### src/sv/slpg_pkg.sv
// Shared types and constants of the status LED pattern generator.
// No dependencies; the phase, core and top files and the testbench import this package.
`default_nettype none

package slpg_pkg;

    typedef enum logic [2:0] {
        MODE_BOOT        = 3'd0,
        MODE_CONNECTING  = 3'd1,
        MODE_LINK_OK     = 3'd2,
        MODE_IDLE        = 3'd3,
        MODE_CALL        = 3'd4,
        MODE_STEADY_BLUE = 3'd5,
        MODE_ALERT       = 3'd6,
        MODE_ERROR       = 3'd7
    } slpg_mode_t;

    localparam logic CMD_UPDATE   = 1'b0;
    localparam logic CMD_SET_MODE = 1'b1;

    typedef struct packed {
        logic        cmd;
        logic [31:0] now_ms;
        logic [2:0]  mode;
    } slpg_item_t;

    typedef struct packed {
        logic [7:0] red;
        logic [7:0] green;
        logic [7:0] blue;
    } slpg_color_t;

    // Bit 0 of the millisecond time divided by each blink period.
    typedef struct packed {
        logic boot;
        logic call;
        logic alert;
    } slpg_phase_t;

    localparam logic [31:0] BOOT_PERIOD_MS  = 32'd200;
    localparam logic [31:0] CALL_PERIOD_MS  = 32'd300;
    localparam logic [31:0] ALERT_PERIOD_MS = 32'd500;
    localparam logic [31:0] CONN_STEP_MS    = 32'd10;
    localparam logic [31:0] IDLE_STEP_MS    = 32'd15;

    localparam logic [7:0] CONN_TOP    = 8'd100;
    localparam logic [7:0] CONN_BOTTOM = 8'd0;
    localparam logic [7:0] IDLE_TOP    = 8'd50;
    localparam logic [7:0] IDLE_BOTTOM = 8'd5;

    // Reciprocals for an exact 32-bit quotient: q = (x * RECIP) >> SHIFT,
    // with SHIFT = 32 + ceil(log2(period)).
    localparam int BOOT_SHIFT  = 40;
    localparam int CALL_SHIFT  = 41;
    localparam int ALERT_SHIFT = 41;
    localparam logic [32:0] BOOT_RECIP  = 33'((64'd1 << BOOT_SHIFT) / 64'd200 + 64'd1);
    localparam logic [32:0] CALL_RECIP  = 33'((64'd1 << CALL_SHIFT) / 64'd300 + 64'd1);
    localparam logic [32:0] ALERT_RECIP = 33'((64'd1 << ALERT_SHIFT) / 64'd500 + 64'd1);

    localparam slpg_color_t COLOR_BLACK = '{red: 8'd0,   green: 8'd0,   blue: 8'd0};
    localparam slpg_color_t COLOR_WHITE = '{red: 8'd100, green: 8'd100, blue: 8'd100};
    localparam slpg_color_t COLOR_RED   = '{red: 8'd100, green: 8'd0,   blue: 8'd0};
    localparam slpg_color_t COLOR_GREEN = '{red: 8'd0,   green: 8'd20,  blue: 8'd0};
    localparam slpg_color_t COLOR_BLUE  = '{red: 8'd0,   green: 8'd0,   blue: 8'd100};

endpackage

`default_nettype wire

### src/sv/slpg_core.sv
// Display state and per-item update logic of the pattern generator.
// Depends on slpg_pkg.
`default_nettype none

module slpg_core
    import slpg_pkg::*;
(
    input  logic        clk,
    input  logic        rst_n,
    input  logic        advance,
    input  slpg_item_t  item,
    input  slpg_phase_t phase,
    output logic        write,
    output slpg_color_t color
);

    slpg_mode_t  mode_reg;
    slpg_mode_t  mode_next;
    logic [31:0] last_reg;
    logic [31:0] last_next;
    logic [7:0]  level_reg;
    logic [7:0]  level_next;
    logic        falling_reg;
    logic        falling_next;
    logic [31:0] elapsed;
    logic [7:0]  level_step;

    function automatic logic breath_dir(input logic [7:0] lvl, input logic [7:0] top,
                                        input logic [7:0] bottom, input logic cur);
        logic f;
        f = cur;
        if (lvl >= top)
        begin
            f = 1'b1;
        end
        if (lvl <= bottom)
        begin
            f = 1'b0;
        end
        return f;
    endfunction

    assign elapsed    = item.now_ms - last_reg;
    assign level_step = falling_reg ? level_reg - 8'd1 : level_reg + 8'd1;

    always_comb
    begin
        mode_next    = mode_reg;
        last_next    = last_reg;
        level_next   = level_reg;
        falling_next = falling_reg;
        write        = 1'b0;
        color        = COLOR_BLACK;
        if (item.cmd == CMD_SET_MODE)
        begin
            if (slpg_mode_t'(item.mode) != mode_reg)
            begin
                mode_next = slpg_mode_t'(item.mode);
                last_next = '0;
            end
        end
        else
        begin
            unique case (mode_reg)
                MODE_BOOT:
                begin
                    if (elapsed > BOOT_PERIOD_MS)
                    begin
                        write     = 1'b1;
                        last_next = item.now_ms;
                        color     = phase.boot ? COLOR_WHITE : COLOR_BLACK;
                    end
                end
                MODE_CALL:
                begin
                    if (elapsed > CALL_PERIOD_MS)
                    begin
                        write     = 1'b1;
                        last_next = item.now_ms;
                        color     = phase.call ? COLOR_WHITE : COLOR_BLACK;
                    end
                end
                MODE_ALERT:
                begin
                    if (elapsed > ALERT_PERIOD_MS)
                    begin
                        write     = 1'b1;
                        last_next = item.now_ms;
                        color     = phase.alert ? COLOR_RED : COLOR_BLACK;
                    end
                end
                MODE_CONNECTING:
                begin
                    if (elapsed > CONN_STEP_MS)
                    begin
                        write        = 1'b1;
                        last_next    = item.now_ms;
                        level_next   = level_step;
                        falling_next = breath_dir(level_step, CONN_TOP, CONN_BOTTOM,
                                                  falling_reg);
                        color        = '{red: 8'd0, green: 8'd0, blue: level_step};
                    end
                end
                MODE_IDLE:
                begin
                    if (elapsed > IDLE_STEP_MS)
                    begin
                        write        = 1'b1;
                        last_next    = item.now_ms;
                        level_next   = level_step;
                        falling_next = breath_dir(level_step, IDLE_TOP, IDLE_BOTTOM,
                                                  falling_reg);
                        color        = '{red: 8'd0, green: level_step, blue: 8'd0};
                    end
                end
                MODE_LINK_OK:
                begin
                    write = 1'b1;
                    color = COLOR_GREEN;
                end
                MODE_STEADY_BLUE:
                begin
                    write = 1'b1;
                    color = COLOR_BLUE;
                end
                MODE_ERROR:
                begin
                    write = 1'b1;
                    color = COLOR_RED;
                end
            endcase
        end
    end

    always_ff @(posedge clk or negedge rst_n)
    begin
        if (!rst_n)
        begin
            mode_reg    <= MODE_BOOT;
            last_reg    <= '0;
            level_reg   <= '0;
            falling_reg <= 1'b0;
        end
        else if (advance)
        begin
            mode_reg    <= mode_next;
            last_reg    <= last_next;
            level_reg   <= level_next;
            falling_reg <= falling_next;
        end
    end

endmodule

`default_nettype wire

### config.mk
export PLATFORM = sky130hd
export DESIGN_NAME = slpg_core
export DESIGN_NICKNAME = d
export VERILOG_FILES = /design/src/sv/slpg_pkg.sv /design/src/sv/slpg_core.sv
export SDC_FILE = /design/constraint.sdc
export NUM_CORES = 1
export LEC_CHECK = 0
export BUFFER_PORTS_ARGS = -buffer_cell sky130_fd_sc_hd__buf_2
export CAP_MARGIN = 25
export CELL_PAD_IN_SITES_DETAIL_PLACEMENT = 0
export CELL_PAD_IN_SITES_GLOBAL_PLACEMENT = 1
export CORE_MARGIN = 1.5
export CORE_UTILIZATION = 38
export DETAILED_ROUTE_END_ITERATION = 10
export PLACE_DENSITY = 0.85
export SETUP_SLACK_MARGIN = 0.1
export SYNTH_ARGS = -nofsm -noshare
export SYNTH_HDL_FRONTEND = slang
export SYNTH_SLANG_ARGS = --single-unit
### constraint.sdc
create_clock -name clk -period 4.9 [get_ports clk]
set_clock_uncertainty 0.15 [all_clocks]
set_input_delay 0.49 -clock clk [delete_from_list [all_inputs] [get_ports clk]]
set_output_delay 0.49 -clock clk [all_outputs]
set_load 0.005 [all_outputs]
### Yosys cells after proc, flatten, opt, wreduce, memory -nomap -nowiden

Index checks and enable logic that the tools add are counted.

| word-level totals | value |
|---|---|
| flip-flop bits (word level) | 44 |
| bits of input ports | 42 |
| output and inout port bits | 25 |
| logic and storage cells | 79 |

| cells by class | value |
|---|---|
| $add $sub $neg | 3 |
| order comparisons | 9 |
| eq/ne operators | 18 |
| multiplexer cells | 36 |
| bitwise operators | 1 |
| reductions and logical operators | 8 |

Operators by type and width:

| kind | count |
|---|---|
| $mux W32 | 7 |
| $pmux W24 S8 | 1 |
| $pmux W32 S5 | 1 |
| $mux W23 | 6 |
| $gt A32 B4 Y1 const B | 2 |
| $gt A32 B9 Y1 const B | 2 |
| $gt A32 B8 Y1 const B | 1 |
| $mux W8 | 4 |
| $sub A32 B32 Y32 | 1 |
| $mux W24 | 1 |
| $ne A3 B3 Y1 const B | 7 |
| $mux W16 | 1 |
| $pmux W8 S2 | 1 |
| $eq A3 B3 Y1 const B | 4 |
| $mux W1 | 12 |
| $add A8 B1 Y8 const B | 1 |
| $ge A8 B6 Y1 const B | 1 |
| $ge A8 B7 Y1 const B | 1 |
| $le A8 B1 Y1 const B | 1 |
| $le A8 B3 Y1 const B | 1 |
| $reduce_and A8 Y1 | 1 |
| $sub A8 B1 Y8 const B | 1 |
| $reduce_and A7 Y1 | 1 |
| $eq A3 B2 Y1 const B | 2 |
| 13 further kinds | 14 |

### Logic depth before layout (Yosys ltp)

| logic depth | value |
|---|---|
| depth after elaboration | 7 |
| depth in mapped cells | 16 |
| gate-level depth less buffers | 14 |

### Worst setup path before layout

No wires, ideal clock.

| timing | value |
|---|---|
| path kind | in2out |
| start | in item[3] (netlist name) |
| end | out color[21] (netlist name) |
| arrival time | 4.420 ns |
| data required time | 4.260 ns |
| path slack | -0.160 ns |
| stages on the path | 15 |
| path buffers | 1 |
| cell sequence | inv_1 -> ha_1 -> inv_1 -> fa_1 -> a21o_1 -> a221o_1 -> a22o_1 -> o21a_1 -> or3_1 -> a2111o_1 -> or4b_4 -> or4b_2 -> o2111ai_1 -> a21oi_1 -> buf_4 |

RTL lines:

| what | RTL line | text |
|---|---|---|
| start: declaration | slpg_core.sv:11 | `input slpg_item_t item,` |
| end: declaration | slpg_core.sv:14 | `output slpg_color_t color` |

==> results_dict.tcl <==
set metrics [dict create \
    area_growth_pct 23.73 \
    initial_utilization_pct 38.92 \
    layout_common_cells "buf_2, buf_4, nand2_1" \
    worstPathRequired_ns 4.26 \
    async_flop_share_pct 100.0 \
    die_x_um 116.5 \
    tritoncts "done" \
    tightest_slew_ns 0.9803 \
    netlist_instances 618 \
    period_needed_ns 4.950 \
    synth_ff_type "dfrtp_1" \
    power_density_nw_per_um2 472.1 \
    antenna_found_initial 0 \
    max_freq_ghz 0.2020 \
    ant_nets 0 \
    drtPass1Iterations 6 \
    combPwrFrac_pct 64.1 \
    cp-end-kind "output pin" \
    cap_violations 0 \
    fill_cells 1231 \
    largest_reg_flops 32 \
    drcViolationCount 0 \
    grt_pass1_vias 4721 \
    num_rows 41 \
    mappedNetlistArea_um2 4892 \
    violations "negative setup slack" \
    cts_buffer_depth 2 \
    synth_edf_count 0 \
    routedWlPerCell_um 15.98 \
    diodes 0 \
    finalHoldViolations 0 \
    cp.arrival_ns 4.31 \
    start_kind "flop" \
    grt_usage_pct 20.89 \
    grt_pass1_wl_um 22570 \
    slew_headroom_pct 34.64 \
    final.period_utilization_pct 101.0 \
    power.switching_mw 1.301 \
    die_area_um2 13560 \
    pwr-share-seq_pct 18.6 \
    crit_type "reg -> out" \
    final_cells 886 \
    grt_max_degree 45 \
    fp.coreArea_um2 12570 \
    yosysUniqueCellTypes 68 \
    leakagePower_nw 2.736 \
    io_pins 67 \
    vias_per_cell 5.568 \
    setup_slack_ns -0.05044 \
    yosysSeqAreaShare_pct 22.51 \
    cts_made_buffers 5 \
    hpwl_um 11050 \
    place_inst 874 \
    clock_latency_ns 0.30 \
    rsz0062_at_grt "yes" \
    first_iter_violations 328 \
    htree_levels 2 \
    drv_slew 0 \
    power.internal_mw 1.557 \
    drive_above_1_share_pct 23.25 \
    clock_power_share_pct 17.3 \
    register_area_um2 1101 \
    ir_drop_uv 350.0 \
    hp-class "in -> async" \
    nets 797 \
    yosys_warnings 0 \
    place_congestion 0.8518 \
    avgSynthCellArea_um2 7.916 \
    setup_viol 11 \
    finalSetupTns_ns -0.3505 \
    worst_hold_slack_ns 0.03824 \
    ys_ff_latch 44 \
    post-place-ws_ns -0.2348 \
    io_buffers 61 \
    worstPathMaxFanout 5 \
    die_h_um 116.5 \
    layout_commonest_cell "buf_2" \
    gr-total-overflow 0 \
    postLayoutCoreUtil_pct 48.16 \
    clk_transition_reported_paths_ns 0.07 \
    ctsRootBufferMaster "clkbuf_16" \
    cts_hold_buf 0 \
    p_sw_share_pct 45.53 \
    multiInputGateArea_um2 3527 \
    status "finished, violations left" \
    clock_sinks 44 \
    vias 4933 \
    drt-total-wl_um 14160 \
]
==> final cells by class <==
cell class,count,area share (%)
clock buffer,5,2.067
clock inverter,3,1.488
inverter,47,2.914
multi-input combinational,494,58.27
sequential,44,18.19
tap,172,3.555
timing repair buffer,121,13.52
==> power groups by stage <==
stage / clock [mW] / combinational, mW / sequential (mW)
after floorplan: 0 / 1.27 / 0.505
after global placement: 0 / 1.72 / 0.532
after detailed placement: 0 / 1.77 / 0.538
after CTS: 0.505 / 1.79 / 0.533
after global routing: 0.525 / 2.03 / 0.547
final: 0.495 / 1.83 / 0.532
==> worst paths after layout <==
kind	startpoint	end	slack, ns	depth (start not counted)
setup / recovery	last_reg[0]	color[15]	-0.05	14
hold / removal	rst_n	last_reg[22]	0.04	1
min in group clk	item[26]	last_reg[23]	0.28	2
setup reg to reg	last_reg[0]	last_reg[7]	0.20	15
max in group asynchronous	rst_n	last_reg[3]	4.04	2
hold reg to reg	last_reg[11]	last_reg[11]	0.35	1
==> synthesized netlist by cell type (all sizes together), types with 15 or more instances <==
cell type	instances	area [µm²]
xnor2	24	210.2
inv	47	176.4
a21o	21	157.7
dfrtp	44	1101
ha	40	500.5
nor2	40	150.1
nand4	17	106.4
a22o	33	289.0
a21oi	48	244.0
buf	15	116.4
clkbuf	22	82.58
nor3	24	120.1
nand2	47	176.4
o21ai	34	170.2
==> cell families (layout without fill, tap and decap cells) <==
kind of cell	count (synthesis)	in the layout	share of synthesized area [%]
xor gates and xnor gates	34	34	6.087
other	1	5	0.07665
AOI/OAI and AO/OA	212	212	30.23
DFF	44	44	22.51
buffers and inverters	84	176	7.672
muxes	11	11	2.481
and+or+nand+nor	190	190	19.90
adders and majority gates	42	42	11.05
==> worst max-delay path, stage by stage, from the launching register on <==
cell and delay, ns:
dfrtp_1 0.35, ha_2 0.19, inv_2 0.04, fa_2 0.33, a21o_1 0.18, a221o_1 0.32, a22o_1 0.24, o21a_1 0.20
or3_1 0.31, a2111o_1 0.40, or4b_4 0.54, or4_4 0.58, nand3_4 0.14, nor3_2 0.06, buf_2 0.14
==> metal layers <==
layer / wire length (µm) / track usage, % / share of wire (%)
met1: 6777 / 28.09 / 48
met2: 6685 / 35.49 / 47
met5: 0 / 0 / 0
met3: 556 / 2.750 / 3.9
met4: 138 / 5.203 / 0.97
==> repair_timing <==
item | 4_1_cts | 5_1_grt
pin swaps | 5 | 5
setup buffers | 1 | 1
endpoints found under the setup margin | 19 | 52
gates cloned | 0 | 1
resized for setup | 6 | 12
==> through the flow <==
step | power (mW) | cell area (µm²)
floorplan | 1.778 | 4923
global placement | 2.251 | 5690
detailed placement | 2.313 | 5690
CTS | 2.830 | 5949
global route | 3.098 | 6053
finish | 2.858 | 6053
Note: power is estimated with default switching activity, not from simulation.
